==> config.mk <==
export PLATFORM = sky130hd
export DESIGN_NAME = hangul_syllable_composer
export DESIGN_NICKNAME = d
export VERILOG_FILES = /design/src/hdl/hsc_pkg.sv /design/src/hdl/hsc_front.sv /design/src/hdl/hsc_item_q.sv /design/src/hdl/hsc_back.sv /design/src/hdl/hangul_syllable_composer.sv
export SDC_FILE = /design/constraint.sdc
export NUM_CORES = 1
export LEC_CHECK = 0
export ABC_AREA = 1
export CAP_MARGIN = 25
export CORE_MARGIN = 4
export CORE_UTILIZATION = 60
export DETAILED_ROUTE_END_ITERATION = 12
export DONT_BUFFER_PORTS = 1
export GPL_TIMING_DRIVEN = 0
export PLACE_DENSITY_LB_ADDON = 0.08
export SLEW_MARGIN = 20
export SYNTH_ARGS = -nofsm -noshare
export SYNTH_HDL_FRONTEND = slang
export SYNTH_SLANG_ARGS = --single-unit
==> constraint.sdc <==
create_clock -name clk -period 7.6 [get_ports clk]
set_clock_uncertainty 0.1 [all_clocks]
set_input_delay 0.38 -clock clk [delete_from_list [all_inputs] [get_ports clk]]
set_output_delay 0.38 -clock clk [all_outputs]
set_load 0.01 [all_outputs]
==> src/hdl/hsc_pkg.sv <==
`timescale 1ns / 1ps
`default_nettype none

package hsc_pkg;

    localparam int unsigned IDX_W      = 5;
    localparam int unsigned CODE_W     = 14;
    localparam int unsigned CP_W       = 16;
    localparam int unsigned OUT_DEPTH  = 4;
    localparam int unsigned OUT_PTR_W  = 2;
    localparam int unsigned OUT_LVL_W  = 3;

    localparam logic [1:0] OP_JAMO   = 2'd0;
    localparam logic [1:0] OP_DOT    = 2'd1;
    localparam logic [1:0] OP_COMMIT = 2'd2;

    localparam logic [IDX_W-1:0]  NONE_IDX   = 5'd31;
    localparam logic [IDX_W-1:0]  N_LEADS    = 5'd19;
    localparam logic [IDX_W-1:0]  N_VOWELS   = 5'd21;
    localparam logic [IDX_W-1:0]  N_FINALS   = 5'd28;
    localparam logic [IDX_W-1:0]  V_I        = 5'd20;
    localparam logic [IDX_W-1:0]  V_EU       = 5'd18;
    localparam logic [CP_W-1:0]   SYL_BASE   = 16'hAC00;
    localparam logic [CODE_W-1:0] VOWEL_BASE = 14'h314F;
    localparam logic [CODE_W-1:0] VOWEL_LAST = 14'h3163;

    typedef enum logic [1:0] {
        KIND_LEAD,
        KIND_VOWEL,
        KIND_DOT,
        KIND_COMMIT
    } kind_t;

    typedef struct packed {
        kind_t             kind;
        logic [IDX_W-1:0]  idx;
    } item_t;

    typedef struct packed {
        logic                 fire;
        logic [OUT_LVL_W-1:0] level;
    } back_status_t;

    function automatic logic [CP_W-1:0] lead_code(input logic [IDX_W-1:0] l);
        case (l)
            5'd0:    lead_code = 16'h3131;
            5'd1:    lead_code = 16'h3132;
            5'd2:    lead_code = 16'h3134;
            5'd3:    lead_code = 16'h3137;
            5'd4:    lead_code = 16'h3138;
            5'd5:    lead_code = 16'h3139;
            5'd6:    lead_code = 16'h3141;
            5'd7:    lead_code = 16'h3142;
            5'd8:    lead_code = 16'h3143;
            5'd9:    lead_code = 16'h3145;
            5'd10:   lead_code = 16'h3146;
            5'd11:   lead_code = 16'h3147;
            5'd12:   lead_code = 16'h3148;
            5'd13:   lead_code = 16'h3149;
            5'd14:   lead_code = 16'h314A;
            5'd15:   lead_code = 16'h314B;
            5'd16:   lead_code = 16'h314C;
            5'd17:   lead_code = 16'h314D;
            5'd18:   lead_code = 16'h314E;
            default: lead_code = 16'h0000;
        endcase
    endfunction

    // reverse of lead_code; NONE_IDX for anything not a simple lead
    function automatic logic [IDX_W-1:0] lead_of(input logic [CODE_W-1:0] c);
        case (c)
            14'h3131: lead_of = 5'd0;
            14'h3132: lead_of = 5'd1;
            14'h3134: lead_of = 5'd2;
            14'h3137: lead_of = 5'd3;
            14'h3138: lead_of = 5'd4;
            14'h3139: lead_of = 5'd5;
            14'h3141: lead_of = 5'd6;
            14'h3142: lead_of = 5'd7;
            14'h3143: lead_of = 5'd8;
            14'h3145: lead_of = 5'd9;
            14'h3146: lead_of = 5'd10;
            14'h3147: lead_of = 5'd11;
            14'h3148: lead_of = 5'd12;
            14'h3149: lead_of = 5'd13;
            14'h314A: lead_of = 5'd14;
            14'h314B: lead_of = 5'd15;
            14'h314C: lead_of = 5'd16;
            14'h314D: lead_of = 5'd17;
            14'h314E: lead_of = 5'd18;
            default:  lead_of = NONE_IDX;
        endcase
    endfunction

    function automatic logic [IDX_W-1:0] vowel_pair(input logic [IDX_W-1:0] a,
                                                    input logic [IDX_W-1:0] b);
        case ({a, b})
            {5'd8,  5'd0}:  vowel_pair = 5'd9;
            {5'd8,  5'd1}:  vowel_pair = 5'd10;
            {5'd8,  5'd20}: vowel_pair = 5'd11;
            {5'd13, 5'd4}:  vowel_pair = 5'd14;
            {5'd13, 5'd5}:  vowel_pair = 5'd15;
            {5'd13, 5'd20}: vowel_pair = 5'd16;
            {5'd18, 5'd20}: vowel_pair = 5'd19;
            {5'd0,  5'd20}: vowel_pair = 5'd1;
            {5'd2,  5'd20}: vowel_pair = 5'd3;
            {5'd4,  5'd20}: vowel_pair = 5'd5;
            {5'd6,  5'd20}: vowel_pair = 5'd7;
            default:        vowel_pair = NONE_IDX;
        endcase
    endfunction

    function automatic logic [IDX_W-1:0] final_pair(input logic [IDX_W-1:0] a,
                                                    input logic [IDX_W-1:0] b);
        case ({a, b})
            {5'd1,  5'd19}: final_pair = 5'd3;
            {5'd4,  5'd12}: final_pair = 5'd5;
            {5'd4,  5'd18}: final_pair = 5'd6;
            {5'd8,  5'd0}:  final_pair = 5'd9;
            {5'd8,  5'd6}:  final_pair = 5'd10;
            {5'd8,  5'd7}:  final_pair = 5'd11;
            {5'd8,  5'd19}: final_pair = 5'd12;
            {5'd8,  5'd25}: final_pair = 5'd13;
            {5'd8,  5'd26}: final_pair = 5'd14;
            {5'd8,  5'd15}: final_pair = 5'd15;
            {5'd17, 5'd19}: final_pair = 5'd18;
            default:        final_pair = NONE_IDX;
        endcase
    endfunction

    function automatic logic [IDX_W-1:0] final_mod(input logic [IDX_W-1:0] f);
        final_mod = (f >= N_FINALS) ? (f - N_FINALS) : f;
    endfunction

    // final that moves on as next lead; NONE_IDX when it stays
    function automatic logic [IDX_W-1:0] final_to_lead(input logic [IDX_W-1:0] f);
        case (f)
            5'd1:    final_to_lead = 5'd0;
            5'd2:    final_to_lead = 5'd1;
            5'd4:    final_to_lead = 5'd2;
            5'd7:    final_to_lead = 5'd3;
            5'd8:    final_to_lead = 5'd5;
            5'd12:   final_to_lead = 5'd9;
            5'd13:   final_to_lead = 5'd16;
            5'd14:   final_to_lead = 5'd17;
            5'd15:   final_to_lead = 5'd18;
            5'd16:   final_to_lead = 5'd6;
            5'd17:   final_to_lead = 5'd7;
            5'd19:   final_to_lead = 5'd9;
            5'd20:   final_to_lead = 5'd10;
            5'd21:   final_to_lead = 5'd11;
            5'd22:   final_to_lead = 5'd12;
            5'd23:   final_to_lead = 5'd14;
            5'd24:   final_to_lead = 5'd15;
            5'd25:   final_to_lead = 5'd16;
            5'd26:   final_to_lead = 5'd17;
            5'd27:   final_to_lead = 5'd18;
            default: final_to_lead = NONE_IDX;
        endcase
    endfunction

    function automatic logic [IDX_W-1:0] lead_to_final(input logic [IDX_W-1:0] l);
        case (l)
            5'd0:    lead_to_final = 5'd1;
            5'd1:    lead_to_final = 5'd2;
            5'd2:    lead_to_final = 5'd4;
            5'd3:    lead_to_final = 5'd7;
            5'd5:    lead_to_final = 5'd8;
            5'd6:    lead_to_final = 5'd16;
            5'd7:    lead_to_final = 5'd17;
            5'd9:    lead_to_final = 5'd19;
            5'd10:   lead_to_final = 5'd20;
            5'd11:   lead_to_final = 5'd21;
            5'd12:   lead_to_final = 5'd22;
            5'd14:   lead_to_final = 5'd23;
            5'd15:   lead_to_final = 5'd24;
            5'd16:   lead_to_final = 5'd25;
            5'd17:   lead_to_final = 5'd26;
            5'd18:   lead_to_final = 5'd27;
            default: lead_to_final = 5'd0;
        endcase
    endfunction

    // pending syllable as a code point: full syllable, or bare lead without vowel
    function automatic logic [CP_W-1:0] emit_code(input logic [IDX_W-1:0] l,
                                                  input logic [IDX_W-1:0] v,
                                                  input logic [IDX_W-1:0] f);
        logic [CP_W-1:0] lv;
        lv = 16'(l) * 16'd21 + 16'(v);
        if (v >= N_VOWELS)
            emit_code = lead_code(l);
        else
            emit_code = SYL_BASE + lv * 16'd28 + 16'(final_mod(f));
    endfunction

endpackage

`default_nettype wire

==> src/hdl/hsc_front.sv <==
`timescale 1ns / 1ps
`default_nettype none

module hsc_front
(
    input  wire logic                       s_axis_tvalid,
    output logic                            s_axis_tready,
    input  wire logic [15:0]                s_axis_tdata,  // [13:0] jamo_code
    input  wire logic [1:0]                 s_axis_tuser,  // [1:0] operation
    input  wire logic                       q_full,
    output logic                            push,
    output hsc_pkg::item_t                  item
);

    logic [hsc_pkg::CODE_W-1:0] code;
    logic [hsc_pkg::IDX_W-1:0]  lead;
    logic                       keep;

    assign code          = s_axis_tdata[hsc_pkg::CODE_W-1:0];
    assign lead          = hsc_pkg::lead_of(code);
    assign s_axis_tready = !q_full;
    assign push          = s_axis_tvalid && !q_full && keep;

    // unknown codes and unknown operations are taken and dropped here
    always_comb
    begin
        keep      = 1'b0;
        item.kind = hsc_pkg::KIND_COMMIT;
        item.idx  = '0;
        case (s_axis_tuser)
            hsc_pkg::OP_JAMO:
            begin
                if (code inside {[hsc_pkg::VOWEL_BASE:hsc_pkg::VOWEL_LAST]})
                begin
                    keep      = 1'b1;
                    item.kind = hsc_pkg::KIND_VOWEL;
                    item.idx  = hsc_pkg::IDX_W'(code - hsc_pkg::VOWEL_BASE);
                end
                else if (lead != hsc_pkg::NONE_IDX)
                begin
                    keep      = 1'b1;
                    item.kind = hsc_pkg::KIND_LEAD;
                    item.idx  = lead;
                end
            end
            hsc_pkg::OP_DOT:
            begin
                keep      = 1'b1;
                item.kind = hsc_pkg::KIND_DOT;
            end
            hsc_pkg::OP_COMMIT:
            begin
                keep      = 1'b1;
                item.kind = hsc_pkg::KIND_COMMIT;
            end
            default:
            begin
                keep = 1'b0;
            end
        endcase
    end

endmodule

`default_nettype wire

==> src/hdl/hsc_item_q.sv <==
`timescale 1ns / 1ps
`default_nettype none

// two-entry queue of decoded words between front and back
module hsc_item_q
(
    input  wire logic           clk,
    input  wire logic           rst_n,
    input  wire logic           push,
    input  wire hsc_pkg::item_t item_in,
    output logic                full,
    input  wire logic           pop,
    output logic                valid,
    output hsc_pkg::item_t      item_out
);

    hsc_pkg::item_t entry_reg [2];
    logic           wr_ptr_reg, wr_ptr_next;
    logic           rd_ptr_reg, rd_ptr_next;
    logic [1:0]     count_reg, count_next;

    assign full     = (count_reg == 2'd2);
    assign valid    = (count_reg != 2'd0);
    assign item_out = entry_reg[rd_ptr_reg];

    always_comb
    begin
        wr_ptr_next = wr_ptr_reg ^ push;
        rd_ptr_next = rd_ptr_reg ^ pop;
        count_next  = count_reg + {1'b0, push} - {1'b0, pop};
    end

    always_ff @(posedge clk or negedge rst_n)
    begin
        if (!rst_n)
        begin
            wr_ptr_reg <= 1'b0;
            rd_ptr_reg <= 1'b0;
            count_reg  <= 2'd0;
        end
        else
        begin
            wr_ptr_reg <= wr_ptr_next;
            rd_ptr_reg <= rd_ptr_next;
            count_reg  <= count_next;
        end
    end

    always_ff @(posedge clk)
    begin
        if (push)
            entry_reg[wr_ptr_reg] <= item_in;
    end

endmodule

`default_nettype wire

==> src/hdl/hsc_back.sv <==
`timescale 1ns / 1ps
`default_nettype none

// composing automaton plus a four-word output buffer
module hsc_back
(
    input  wire logic           clk,
    input  wire logic           rst_n,
    input  wire logic           q_valid,
    input  wire hsc_pkg::item_t q_item,
    output logic                q_pop,
    output logic                m_axis_tvalid,
    input  wire logic           m_axis_tready,
    output logic [15:0]         m_axis_tdata,  // [15:0] code_point
    output logic                m_axis_tlast,  // last_of_run
    output hsc_pkg::back_status_t status
);

    localparam int unsigned W = hsc_pkg::IDX_W;

    logic [W-1:0] lead_reg, lead_next;
    logic [W-1:0] vowel_reg, vowel_next;
    logic [W-1:0] final_reg, final_next;
    logic [1:0]   dot_reg, dot_next;

    logic [hsc_pkg::CP_W-1:0] out_cp_reg [hsc_pkg::OUT_DEPTH];
    logic                     out_last_reg [hsc_pkg::OUT_DEPTH];
    logic [hsc_pkg::OUT_PTR_W-1:0] wr_ptr_reg, wr_ptr_next;
    logic [hsc_pkg::OUT_PTR_W-1:0] rd_ptr_reg, rd_ptr_next;
    logic [hsc_pkg::OUT_LVL_W-1:0] level_reg, level_next;

    logic                     fire;
    logic                     out_pop;
    logic [1:0]               n_out;
    logic [hsc_pkg::CP_W-1:0] cp0, cp1, vcp;
    logic                     done;
    logic [W-1:0]             carry, nv, nt, lf;

    // room for two words is needed before an item is taken
    assign fire    = q_valid && (level_reg <= hsc_pkg::OUT_LVL_W'(hsc_pkg::OUT_DEPTH - 2));
    assign q_pop   = fire;
    assign out_pop = m_axis_tvalid && m_axis_tready;

    assign m_axis_tvalid = (level_reg != '0);
    assign m_axis_tdata  = out_cp_reg[rd_ptr_reg];
    assign m_axis_tlast  = out_last_reg[rd_ptr_reg];

    assign status.fire  = fire;
    assign status.level = level_reg;

    always_comb
    begin
        lead_next  = lead_reg;
        vowel_next = vowel_reg;
        final_next = final_reg;
        dot_next   = dot_reg;
        n_out      = 2'd0;
        cp0        = '0;
        cp1        = '0;
        done       = 1'b0;
        carry      = hsc_pkg::final_to_lead(hsc_pkg::final_mod(final_reg));
        nv         = hsc_pkg::vowel_pair(vowel_reg, q_item.idx);
        nt         = hsc_pkg::final_pair(final_reg, q_item.idx);
        lf         = hsc_pkg::lead_to_final(q_item.idx);
        vcp        = {2'b00, hsc_pkg::VOWEL_BASE} + hsc_pkg::CP_W'(q_item.idx);

        case (q_item.kind)
            hsc_pkg::KIND_VOWEL:
            begin
                if (dot_reg != 2'd0)
                begin
                    if (vowel_reg >= hsc_pkg::N_VOWELS)
                    begin
                        if (q_item.idx == hsc_pkg::V_I)
                            vowel_next = (dot_reg == 2'd1) ? 5'd0 : 5'd2;
                        else if (q_item.idx == hsc_pkg::V_EU)
                            vowel_next = (dot_reg == 2'd1) ? 5'd8 : 5'd12;
                        else
                            vowel_next = q_item.idx;
                        done = 1'b1;
                    end
                    else if (vowel_reg == hsc_pkg::V_I)
                    begin
                        vowel_next = (dot_reg == 2'd1) ? 5'd4 : 5'd6;
                        done       = 1'b1;
                    end
                    else if (vowel_reg == hsc_pkg::V_EU)
                    begin
                        vowel_next = (dot_reg == 2'd1) ? 5'd13 : 5'd17;
                        done       = 1'b1;
                    end
                    dot_next = 2'd0;
                end
                if (!done)
                begin
                    if (lead_reg >= hsc_pkg::N_LEADS)
                    begin
                        n_out = 2'd1;
                        cp0   = vcp;
                    end
                    else if (vowel_reg >= hsc_pkg::N_VOWELS)
                    begin
                        vowel_next = q_item.idx;
                    end
                    else if (final_reg != '0 && carry != hsc_pkg::NONE_IDX)
                    begin
                        // final moves over; syllable goes out without it
                        n_out      = 2'd1;
                        cp0        = hsc_pkg::emit_code(lead_reg, vowel_reg, '0);
                        lead_next  = carry;
                        vowel_next = q_item.idx;
                        final_next = '0;
                        dot_next   = 2'd0;
                    end
                    else if (nv != hsc_pkg::NONE_IDX)
                    begin
                        vowel_next = nv;
                    end
                    else
                    begin
                        n_out      = 2'd2;
                        cp0        = hsc_pkg::emit_code(lead_reg, vowel_reg, final_reg);
                        cp1        = vcp;
                        lead_next  = hsc_pkg::NONE_IDX;
                        vowel_next = hsc_pkg::NONE_IDX;
                        final_next = '0;
                        dot_next   = 2'd0;
                    end
                end
            end
            hsc_pkg::KIND_LEAD:
            begin
                if (lead_reg >= hsc_pkg::N_LEADS)
                    lead_next = q_item.idx;
                else if (vowel_reg < hsc_pkg::N_VOWELS && final_reg == '0
                         && lf != '0)
                    final_next = lf;
                else if (vowel_reg < hsc_pkg::N_VOWELS && final_reg != '0
                         && nt != hsc_pkg::NONE_IDX)
                    final_next = nt;
                else
                begin
                    n_out      = 2'd1;
                    cp0        = hsc_pkg::emit_code(lead_reg, vowel_reg, final_reg);
                    lead_next  = q_item.idx;
                    vowel_next = hsc_pkg::NONE_IDX;
                    final_next = '0;
                    dot_next   = 2'd0;
                end
            end
            hsc_pkg::KIND_DOT:
            begin
                if (vowel_reg == hsc_pkg::V_I || vowel_reg == hsc_pkg::V_EU)
                    dot_next = dot_reg[0] ? 2'd2 : 2'd1;
                else
                    dot_next = (dot_reg == 2'd1) ? 2'd2 : 2'd1;
            end
            hsc_pkg::KIND_COMMIT:
            begin
                // without a lead nothing is cleared
                if (lead_reg < hsc_pkg::N_LEADS)
                begin
                    n_out      = 2'd1;
                    cp0        = hsc_pkg::emit_code(lead_reg, vowel_reg, final_reg);
                    lead_next  = hsc_pkg::NONE_IDX;
                    vowel_next = hsc_pkg::NONE_IDX;
                    final_next = '0;
                    dot_next   = 2'd0;
                end
            end
            default:
            begin
                n_out = 2'd0;
            end
        endcase
    end

    always_comb
    begin
        wr_ptr_next = wr_ptr_reg;
        level_next  = level_reg - hsc_pkg::OUT_LVL_W'(out_pop);
        rd_ptr_next = rd_ptr_reg + hsc_pkg::OUT_PTR_W'(out_pop);
        if (fire)
        begin
            wr_ptr_next = wr_ptr_reg + hsc_pkg::OUT_PTR_W'(n_out);
            level_next  = level_next + hsc_pkg::OUT_LVL_W'(n_out);
        end
    end

    always_ff @(posedge clk or negedge rst_n)
    begin
        if (!rst_n)
        begin
            lead_reg   <= hsc_pkg::NONE_IDX;
            vowel_reg  <= hsc_pkg::NONE_IDX;
            final_reg  <= '0;
            dot_reg    <= 2'd0;
            wr_ptr_reg <= '0;
            rd_ptr_reg <= '0;
            level_reg  <= '0;
        end
        else
        begin
            if (fire)
            begin
                lead_reg  <= lead_next;
                vowel_reg <= vowel_next;
                final_reg <= final_next;
                dot_reg   <= dot_next;
            end
            wr_ptr_reg <= wr_ptr_next;
            rd_ptr_reg <= rd_ptr_next;
            level_reg  <= level_next;
        end
    end

    always_ff @(posedge clk)
    begin
        if (fire && n_out != 2'd0)
        begin
            out_cp_reg[wr_ptr_reg]   <= cp0;
            out_last_reg[wr_ptr_reg] <= (n_out == 2'd1);
            if (n_out == 2'd2)
            begin
                out_cp_reg[wr_ptr_reg + 2'd1]   <= cp1;
                out_last_reg[wr_ptr_reg + 2'd1] <= 1'b1;
            end
        end
    end

endmodule

`default_nettype wire

==> src/hdl/hangul_syllable_composer.sv <==
// Data path: a kept input word is written into the item queue and taken by the composer
//   once the output buffer has room for two words; its result words are registered in
//   the output buffer, from which the receiver takes them.
// Throughput: one input word per cycle while each yields at most one result; the output
//   buffer drains one word per cycle while the receiver is ready; two-result items stall.
// Reset (rst_n low, asynchronous): no pending syllable, queues empty, no output valid.
`timescale 1ns / 1ps
`default_nettype none

module hangul_syllable_composer
(
    input  wire logic        clk,
    input  wire logic        rst_n,
    input  wire logic        s_axis_tvalid,
    output logic             s_axis_tready,
    input  wire logic [15:0] s_axis_tdata,  // [13:0] jamo_code
    input  wire logic [1:0]  s_axis_tuser,  // [1:0] operation
    output logic             m_axis_tvalid,
    input  wire logic        m_axis_tready,
    output logic [15:0]      m_axis_tdata,  // [15:0] code_point
    output logic             m_axis_tlast   // last_of_run
);

    logic                  q_full;
    logic                  push;
    hsc_pkg::item_t        front_item;
    logic                  q_valid;
    logic                  q_pop;
    hsc_pkg::item_t        q_item;
    hsc_pkg::back_status_t status;

    hsc_front u_front
    (
        .s_axis_tvalid (s_axis_tvalid),
        .s_axis_tready (s_axis_tready),
        .s_axis_tdata  (s_axis_tdata),
        .s_axis_tuser  (s_axis_tuser),
        .q_full        (q_full),
        .push          (push),
        .item          (front_item)
    );

    hsc_item_q u_item_q
    (
        .clk      (clk),
        .rst_n    (rst_n),
        .push     (push),
        .item_in  (front_item),
        .full     (q_full),
        .pop      (q_pop),
        .valid    (q_valid),
        .item_out (q_item)
    );

    hsc_back u_back
    (
        .clk           (clk),
        .rst_n         (rst_n),
        .q_valid       (q_valid),
        .q_item        (q_item),
        .q_pop         (q_pop),
        .m_axis_tvalid (m_axis_tvalid),
        .m_axis_tready (m_axis_tready),
        .m_axis_tdata  (m_axis_tdata),
        .m_axis_tlast  (m_axis_tlast),
        .status        (status)
    );

    a_fire_needs_item: assert property (@(posedge clk) disable iff (!rst_n)
        status.fire |-> q_valid)
        else $error("composer took an item from an empty queue");

    a_level_bound: assert property (@(posedge clk) disable iff (!rst_n)
        status.level <= 3'(hsc_pkg::OUT_DEPTH))
        else $error("output buffer overflow");

    a_level_stable: assert property (@(posedge clk) disable iff (!rst_n)
        (!status.fire && !(m_axis_tvalid && m_axis_tready)) |=> $stable(status.level))
        else $error("output buffer level moved without a write or read");

endmodule

`default_nettype wire
==> results.toml, run 1 <==
[placement]
dp.final_hpwl_um = 21000
dp_area_um2 = 10700
placer_congestion_estimate = 0.976
numPortBuffers = 0

[hold_path]
worst_hold_path_type = "in2reg"
hold_path.startpoint = "s_axis_tdata[0]"
whs_endpoint = "u_item_q.entry_reg[1][0]"
timing.hold.worst_path_depth = 1

[layout]
final_non_filler_cell_area_um2 = 11100
flow.area_growth_from_synthesis_pct = 5.94
antenna_cells = 0
post_route_cells_drive_above_1_share = 0.0894
final_common_cell = "sky130_fd_sc_hd__nand2_1"
largest_register_ffs = 64
mostFrequentLayoutCells = "sky130_fd_sc_hd__nand2_1 (396), sky130_fd_sc_hd__inv_1 (181), sky130_fd_sc_hd__nand3_1 (133)"
nets = 1620

[sta]
min_period_ps = 6400
final_min_period_over_clock_period = 0.842
slew_viol_final = 0
final-hold-violation-count = 0
worstMarginPinSlew_ps = 1010
finalSetupViolations = 0
setup-tns-final_ps = 0
hold-worst-slack_ps = 185
fmaxAchievable_ghz = 0.156
setup_repair_after_global_routing_missed_its_margin = "false"
timing.slew.headroom = 0.320

[global_route]
grt_max_degree = 29
number_of_antenna_violations_at_the_first_check_in_global_routing = 0
combined_global_route_utilization_of_all_metal_layers = 0.279
grt_overflow = 0
first_global_vias = 9453
first_pass_grt_wire_length_um = 45400

[cts]
cts.clk_slew.worst_paths_ps = 90
cts_tree = "yes"
cts.root.buffer_cell = "sky130_fd_sc_hd__clkbuf_16"
clock_path_buffers = 2
postCtsSetupBuffers = 0
post_cts.resized_instances = 0
clkSinkCount = 110
clk-insertion-delay-late_ps = 360
ctsHtreeMaxLevel = 3
numCtsBuffers = 9

[setup_path]
reg2reg_to = "u_back.out_cp_reg[2][14]"
critPathArrivalTime_ps = 6610
worstSetupStartpointType = "flip-flop"
timing.setup.critical_path_class = "reg2reg"
slowest_stage = "sky130_fd_sc_hd__dfstp_2"
worst_setup_sp = "u_back.lead_reg[0]"
critical-path-max-stage-delay_ps = 670
critPathCaptureType = "flip-flop"
path_max_fanout = 10
r2r_cells = 31
regToRegSetupSlack_ps = 1200
worst-endpoint-required_ps = 7810
crit-reg2reg-launch = "u_back.lead_reg[0]"
path_common_cell = "sky130_fd_sc_hd__nand2_1"

[drt]
routed_wirelength_um = 27800
routed_wire_length_per_instance_um = 16.2
number_of_search_and_repair_iterations_in_the_first_detailed_routing_pass = 6
vias = 9948
viasPerCell = 5.79
remaining_drc_errors = 0
dr.first_iter.drc_count = 753
antenna_left = 0

[die]
floorplan.initialDensity = 0.621
io_pins = 41
die_x_um = 140
fp.coreArea_um2 = 16800
dieArea_um2 = 19600
dieHeight_um = 140
placementRows = 47

[synth]
avgSynthCellArea_um2 = 7.06
async_flop_share = 0.255
ys_seq_elements = 110
synthesis.yosys.warnings = 0
synthesis.area_um2 = 10500
synth-seq-area-share = 0.277
gate_count_of_the_mapped_netlist = 1481
synth_cell_type_count = 54
synth-edff-count = 54
postSynthNetCount = 1607
synth_flop_cell = "sky130_fd_sc_hd__edfxtp_1"

[status]
status = "finished, final reports clean"

[flow_run]
cap_violations = 0
==> cell families (layout without fill, tap and decap cells) <==
logic type	Yosys count	after routing	synth area share
compound gates	250	250	0.141
xor+xnor	32	32	0.0268
fa+ha+maj	104	104	0.132
simple gates	751	751	0.330
buf+inv	234	252	0.0934
flops	110	110	0.277
==> critical path, delay by kind of cell (launching register included) <==
family | cells | cell delay [ps]
DFF | 1 | 670
adders and majority gates | 7 | 2250
and+or+nand+nor | 13 | 1500
AOI/OAI and AO/OA | 4 | 840
xor gates and xnor gates | 3 | 800
buffers and inverters | 4 | 190
==> per-stage QoR <==
stage	setup WS, ps	utilization	std cells
detailed placement	1270	0.638	1701
global placement	1410	0.638	1701
global route	721	0.658	1719
finish	1200	0.658	1719
CTS	1240	0.658	1719
floorplan	1970	-	1481
==> cell usage after synthesis (8+ instances only) <==
| library cell | number | area (µm²) |
|---|---|---|
| sky130_fd_sc_hd__nand3_1 | 133 | 666 |
| sky130_fd_sc_hd__dfrtp_1 | 18 | 450 |
| sky130_fd_sc_hd__nor3_1 | 16 | 80.1 |
| sky130_fd_sc_hd__a21oi_1 | 31 | 155 |
| sky130_fd_sc_hd__o211ai_1 | 16 | 120 |
| sky130_fd_sc_hd__inv_2 | 12 | 45.0 |
| sky130_fd_sc_hd__clkbuf_1 | 18 | 67.6 |
| sky130_fd_sc_hd__dfstp_2 | 10 | 263 |
| sky130_fd_sc_hd__nand2_1 | 396 | 1490 |
| sky130_fd_sc_hd__nand4_1 | 11 | 68.8 |
| sky130_fd_sc_hd__o21ai_2 | 8 | 70.1 |
| sky130_fd_sc_hd__o22ai_1 | 22 | 138 |
| sky130_fd_sc_hd__buf_6 | 9 | 101 |
| sky130_fd_sc_hd__nor2_1 | 114 | 428 |
| sky130_fd_sc_hd__dfxtp_1 | 28 | 561 |
| sky130_fd_sc_hd__xor2_1 | 21 | 184 |
| sky130_fd_sc_hd__o21ai_1 | 27 | 135 |
| sky130_fd_sc_hd__fa_1 | 11 | 220 |
| sky130_fd_sc_hd__xnor2_1 | 11 | 96.3 |
| sky130_fd_sc_hd__nand3b_1 | 11 | 82.6 |
| sky130_fd_sc_hd__nand3_2 | 11 | 110 |
| sky130_fd_sc_hd__o21ai_0 | 106 | 531 |
| sky130_fd_sc_hd__or2_2 | 8 | 50.1 |
| sky130_fd_sc_hd__nor2_4 | 9 | 101 |
| sky130_fd_sc_hd__nand2_2 | 16 | 100 |
| sky130_fd_sc_hd__nor2_2 | 9 | 56.3 |
| sky130_fd_sc_hd__ha_1 | 93 | 1160 |
| sky130_fd_sc_hd__edfxtp_1 | 54 | 1620 |
| sky130_fd_sc_hd__inv_1 | 181 | 679 |
==> layer usage <==
metal	part of all wire	track usage	wire length [µm]
met4	0.034	0.105	936
met1	0.43	0.369	12100
met5	0	0	0
met3	0.070	0.0402	1960
met2	0.46	0.466	12800
==> area by class of cell <==
| type | instances | area [µm²] |
|---|---|---|
| clock inverter | 7 | 90.1 |
| multi-input combinational | 1137 | 6580 |
| timing repair buffer | 2 | 30.0 |
| buffer | 39 | 241 |
| inverter | 195 | 734 |
| sequential | 110 | 2900 |
| fill | 1571 | 5750 |
| clock buffer | 9 | 225 |
| tap | 220 | 275 |
==> worst max-delay path by stage <==
stage / endpoint / slack (ps)
5_1_grt: u_back.out_cp_reg[2][14] / 720
2_1_floorplan: u_back.out_cp_reg[0][12] / 1970
6_report: u_back.out_cp_reg[2][14] / 1200
4_1_cts: u_back.out_cp_reg[2][14] / 1240
3_3_place_gp: u_back.out_cp_reg[3][12] / 1410
3_5_place_dp: u_back.out_cp_reg[2][14] / 1270
==> repair_timing <==
action                                  in CTS  in global routing
endpoints found under the setup margin       0                  0
hold endpoints to repair                    28                  0
hold buffers                                 2                  0
Power of run 1 is not shown: default switching activity piles up to over one toggle a cycle in this logic, so the estimate is an artifact.
==> run 2, diff against run 1 <==
Settings changed: ABC_AREA 1 to 0.
Clock period 7.6 ns to 6.14 ns, I/O delays scaled along.
==> results.toml, run 2 <==
[cts]
clkSinkCount = 110
cts.root.buffer_cell = "sky130_fd_sc_hd__clkbuf_16"
cts_tree = "yes"
numCtsBuffers = 9
clk-insertion-delay-late_ps = 370
ctsHtreeMaxLevel = 3
cts.clk_slew.worst_paths_ps = 90
clock_path_buffers = 2

[global_route]
grt_max_degree = 29
first_global_vias = 8671
combined_global_route_utilization_of_all_metal_layers = 0.292
first_pass_grt_wire_length_um = 43800
number_of_antenna_violations_at_the_first_check_in_global_routing = 0
grt_overflow = 0

[synth]
gate_count_of_the_mapped_netlist = 1144
synth-adder-area-share = 0.138
synth_top_area_cell = "sky130_fd_sc_hd__edfxtp_1"
avgSynthCellArea_um2 = 8.79
synth_simple_gate_area_share = 0.165
ys_seq_elements = 110
netlist_top_cells_count = "sky130_fd_sc_hd__ha_1 (93), sky130_fd_sc_hd__o21ai_0 (89), sky130_fd_sc_hd__nand2_1 (86), sky130_fd_sc_hd__nor2_1 (78), sky130_fd_sc_hd__inv_1 (73)"
synth_flop_cell = "sky130_fd_sc_hd__edfxtp_1"
post-synth-top-area-fraction = 0.161
synth-seq-area-share = 0.288
yosys.cell_count.top_type = "sky130_fd_sc_hd__ha_1"
postSynthNetCount = 1270
synth_cell_type_count = 81
synth_xor_area_frac = 0.0401
fraction_of_the_mapped_netlist_area_in_compound_gates = 0.234
synthesis.yosys.warnings = 0
muxShareOfSynthArea = 0.0784
dominant_combinational_cell_family_by_area_after_synthesis = "compound AO/OA/AOI/OAI gates"
async_flop_share = 0.255
synth-edff-count = 54
synth.area.top_cells = "sky130_fd_sc_hd__edfxtp_1 (16%), sky130_fd_sc_hd__ha_1 (12%), sky130_fd_sc_hd__dfxtp_1 (5.6%)"
synthesis.area_um2 = 10100

[die]
floorplan.initialDensity = 0.609
placementRows = 47
dieHeight_um = 137
dieArea_um2 = 18900
fp.coreArea_um2 = 16500
die_x_um = 137
io_pins = 41

[setup_path]
slowest_stage = "sky130_fd_sc_hd__dfstp_2"
critical-path-max-stage-delay_ps = 590
critPathCaptureType = "flip-flop"
worst-endpoint-required_ps = 6270
path_common_cell = "sky130_fd_sc_hd__ha_4"
path_max_fanout = 8
critPathArrivalTime_ps = 6200
cp_cell_sequence = "ha_4, ha_4, fa_2, fa_2, a21o_1, a21oi_4, o21bai_1, a21oi_2, xnor2_2, ha_1, ha_4, o211ai_1, and3_1, a211oi_2, ha_2, xor2_2, xnor2_2, or3_4, or3_1, o211ai_1, a211oi_2, buf_4, o21ai_1"
timing.setup.critical_path_class = "reg2reg"
worstSetupStartpointType = "flip-flop"

[drt]
routed_wirelength_um = 27800
viasPerCell = 6.57
antenna_left = 0
remaining_drc_errors = 0
routed_wire_length_per_instance_um = 19.8
vias = 9216
number_of_search_and_repair_iterations_in_the_first_detailed_routing_pass = 7
dr.first_iter.drc_count = 817

[sta]
hold-worst-slack_ps = 128
worstMarginPinSlew_ps = 892
fmaxAchievable_ghz = 0.165
slew_viol_final = 0
finalSetupViolations = 0
final-hold-violation-count = 0
min_period_ps = 6070
final_min_period_over_clock_period = 0.988
setup_repair_after_global_routing_missed_its_margin = "true"
layout_setup_ws_ps = 71.7
timing.slew.headroom = 0.406

[placement]
dp_cells = 1364
pre_cts_ws_ps = -702
numPortBuffers = 0
placer_congestion_estimate = 0.993
dp.final_hpwl_um = 20100

[status]
status = "finished, final reports clean"

[layout]
post_route_cells_drive_above_1_share = 0.156
final_core_utilization = 0.680
fillers = 1341
antenna_cells = 0
nets = 1304
largest_register_ffs = 64
mostFrequentLayoutCells = "sky130_fd_sc_hd__nand2_1 (85), sky130_fd_sc_hd__ha_1 (79), sky130_fd_sc_hd__nor2_1 (77)"
instances_no_fill = 1403
final_common_cell = "sky130_fd_sc_hd__nand2_1"
flow.area_growth_from_synthesis_pct = 11.8

[flow_run]
cap_violations = 0

[hold_path]
worst_hold_path_type = "in2reg"
[run 2: cell count changes after synthesis, sizes merged, moves of 15 or more]
cell,delta
mux2i,+27
a211oi,+24
inv,-120
mux4,+17
a21oi,+42
o21ai,-51
nand2,-329
o211ai,+18
xnor2,+16
nor3,+15
nand3,-109
nor2,-54
[run 2: final cells by class]
class | count | area [µm²] | area share
Multi-Input combinational cell | 900 | 6990 | 0.621
Sequential cell | 110 | 2900 | 0.257
Buffer | 60 | 288 | 0.0256
Timing Repair Buffer | 23 | 204 | 0.0181
Tap cell | 220 | 275 | 0.0245
Inverter | 74 | 285 | 0.0254
Clock inverter | 7 | 85.1 | 0.00757
Clock buffer | 9 | 225 | 0.0200
[run 2: through the flow]
| step | setup TNS [ps] | cell area (µm²) |
|---|---|---|
| after floorplan | 0 | 10100 |
| after global placement | -8340 | 10400 |
| after detailed placement | -8270 | 10400 |
| after CTS | -126 | 10900 |
| after global routing | -1950 | 11200 |
| final | 0 | 11200 |
[run 2: path summary, 6_finish.rpt]
check	end	startpoint	cells past startpoint	slack, ps
max in group asynchronous	u_back.lead_reg[1]	rst_n	2	5400
max reg2reg	u_back.out_cp_reg[1][13]	u_back.lead_reg[3]	23	70
min reg2reg	u_back.out_cp_reg[1][15]	u_back.out_cp_reg[1][15]	2	390
max	u_back.out_cp_reg[1][13]	u_back.lead_reg[3]	23	70
min in group asynchronous	u_item_q.rd_ptr_reg	rst_n	2	290
min	u_back.rd_ptr_reg[0]	m_axis_tready	2	130
[run 2: logic make-up after synthesis]
logic type                 count (synthesis)
adders and majority gates                104
xor gates and xnor gates                  46
buffers and inverters                    134
and+or+nand+nor                          334
DFF                                      110
muxes                                     55
AOI/OAI and AO/OA                        361
[run 2: worst max-delay path: cells and delay by family (launching register included)]
| family | cells | cell delay [ps] |
|---|---|---|
| compound gates | 9 | 1500 |
| xor+xnor | 3 | 430 |
| fa+ha+maj | 7 | 2240 |
| buf+inv | 1 | 190 |
| flops | 1 | 590 |
| simple gates | 3 | 880 |
[run 2: repair_timing]
action / CTS / global route
hold buffers: 2 / 0
pin swaps: 14 / 30
setup buffers: 14 / 8
endpoints found under the hold margin: 28 / 0
setup endpoints to repair: 16 / 16
gates resized for setup: 29 / 48
[run 2: routing by layer]
metal  wire, µm  vias to the layer above  track usage  share of wire
met5          0                        -            0              0
met4        724                        0       0.0915          0.026
met3       1960                       61       0.0435          0.070
met2      13300                      389        0.477           0.48
met1      11800                     4414        0.400           0.42
li1           -                     4352            -              -
Power of run 2 is left out for the same reason.
==> run 3, diff against run 2 <==
Settings changed: CTS_BUF_LIST set to sky130_fd_sc_hd__clkbuf_8, SETUP_SLACK_MARGIN set to 0.1.
==> results.toml, run 3 (same netlist as run 2, synthesis figures left out) <==
[setup_path]
path_common_cell = "sky130_fd_sc_hd__ha_1"
buffers_inverters_on_critical_path = 3
timing.setup.critical_path_class = "reg2reg"
worstSetupStartpointType = "flip-flop"
path_max_fanout = 8
worst_path_dominant_cell_family = "adder cells"
worst-endpoint-required_ps = 6320
slowest_stage = "sky130_fd_sc_hd__dfstp_2"
cp_cell_sequence = "ha_4, ha_1, inv_1, fa_1, inv_2, ha_4, a21o_1, a21oi_4, xnor2_2, xor2_1, ha_1, ha_1, nor2b_1, or3b_2, nand3_1, nand4_1, or3_4, or3_1, o211ai_1, a211oi_2, buf_4, o21ai_1"
critPathCaptureType = "flip-flop"
critPathArrivalTime_ps = 6290
critical-path-max-stage-delay_ps = 630

[sta]
slew_viol_final = 0
finalSetupViolations = 0
worstMarginPinSlew_ps = 883
final-hold-violation-count = 0
fmaxAchievable_ghz = 0.164
timing.slew.headroom = 0.411
min_period_ps = 6100
final_min_period_over_clock_period = 0.994
setup_repair_after_global_routing_missed_its_margin = "true"

[drt]
dr.first_iter.drc_count = 957
viasPerCell = 6.56
antenna_left = 0
vias = 9239
remaining_drc_errors = 0
routed_wire_length_per_instance_um = 19.8
routed_wirelength_um = 27900
number_of_search_and_repair_iterations_in_the_first_detailed_routing_pass = 6

[die]
floorplan.initialDensity = 0.609
die_x_um = 137
dieArea_um2 = 18900
io_pins = 41
fp.coreArea_um2 = 16500
placementRows = 47
dieHeight_um = 137

[cts]
cts_tree = "yes"
clkSinkCount = 110
clock_path_buffers = 2
clk-insertion-delay-late_ps = 400
ctsHtreeMaxLevel = 3
cts.root.buffer_cell = "sky130_fd_sc_hd__clkbuf_8"
cts.clk_slew.worst_paths_ps = 130
numCtsBuffers = 9

[layout]
mostFrequentLayoutCells = "sky130_fd_sc_hd__nand2_1 (85), sky130_fd_sc_hd__o21ai_0 (77), sky130_fd_sc_hd__nor2_1 (77), sky130_fd_sc_hd__ha_1 (77), sky130_fd_sc_hd__inv_1 (70)"
antenna_cells = 0
flow.area_growth_from_synthesis_pct = 11.8
final_common_cell = "sky130_fd_sc_hd__nand2_1"
post_route_cells_drive_above_1_share = 0.164
largest_register_ffs = 64
nets = 1310
final_core_utilization = 0.681

[status]
status = "finished, final reports clean"

[global_route]
grt_use_met2 = 0.496
number_of_antenna_violations_at_the_first_check_in_global_routing = 0
gr-usage-met3 = 0.0402
first_global_vias = 8591
grt_most_used_layer = "met2"
grtUsageMet1 = 0.398
combined_global_route_utilization_of_all_metal_layers = 0.292
grt_overflow = 0
first_pass_grt_wire_length_um = 43600
grt_max_degree = 29

[placement]
dp.final_hpwl_um = 20100
placer_congestion_estimate = 0.963
numPortBuffers = 0

[hold_path]
worst_hold_path_type = "in2reg"

[flow_run]
cap_violations = 0
==> run 3: cell count changes in the layout (fill, tap and decap cells not counted), sizes merged <==
cell,delta
clkinv,+1
buf,+6
clkinvlp,-1
==> run 3: area by class of cell <==
cell class                 count  area (µm²)
tap                          220         275
buffer                        60         288
clock buffer                   9         124
sequential                   110        2900
multi-input combinational    900        7050
clock inverter                 7        73.8
timing repair buffer          29         256
inverter                      74         285
fill                        1364        5280
==> run 3: path summary, 6_finish.rpt <==
kind	start	slack, ps	end	depth (start not counted)
worst min register to register	u_back.out_cp_reg[1][15]	400	u_back.out_cp_reg[1][15]	2
worst max register to register	u_back.lead_reg[2]	40	u_back.out_cp_reg[3][13]	22
worst min-delay path	m_axis_tready	100	u_back.rd_ptr_reg[0]	2
worst max-delay path	u_back.lead_reg[2]	40	u_back.out_cp_reg[3][13]	22
max in group asynchronous	rst_n	5450	u_back.vowel_reg[2]	2
min in group asynchronous	rst_n	230	u_back.final_reg[1]	2
==> run 3: per-stage QoR <==
step | TNS, ps | instances | instance area [µm²] | hold slack (ps) | setup slack (ps)
after detailed placement | -5890 | 1364 | 10400 | -86.8 | -602
final | 0 | 1409 | 11200 | 104 | 37.9
after global placement | -4800 | 1364 | 10400 | -86.8 | -476
after CTS | 0 | 1403 | 11100 | 96.8 | 107
after global routing | -1390 | 1409 | 11200 | 90.8 | -206
after floorplan | 0 | 1144 | 10100 | -88.6 | 106
==> run 3: routing by layer <==
metal  wire (µm)  vias to the layer above
met5           0                        -
met4         602                        0
met3        1860                       46
met2       13500                      387
met1       11900                     4445
li1            -                     4361
==> run 3: what timing repair did <==
action,CTS,global route
pin swaps,35,31
endpoints found under the setup margin,20,16
buffers inserted,21,6
endpoints found under the hold margin,28,0
hold buffers,2,0
gates resized for setup,41,33
==> run 3: worst reg2reg max path: cells and delay by family, from the launching register on <==
| family | cells | cell delay (ps) |
|---|---|---|
| and+or+nand+nor | 6 | 1890 |
| DFF | 1 | 630 |
| adders and majority gates | 6 | 1930 |
| xor gates and xnor gates | 2 | 480 |
| AOI/OAI and AO/OA | 5 | 680 |
| buffers and inverters | 3 | 280 |
Power of run 3 is left out for the same reason.
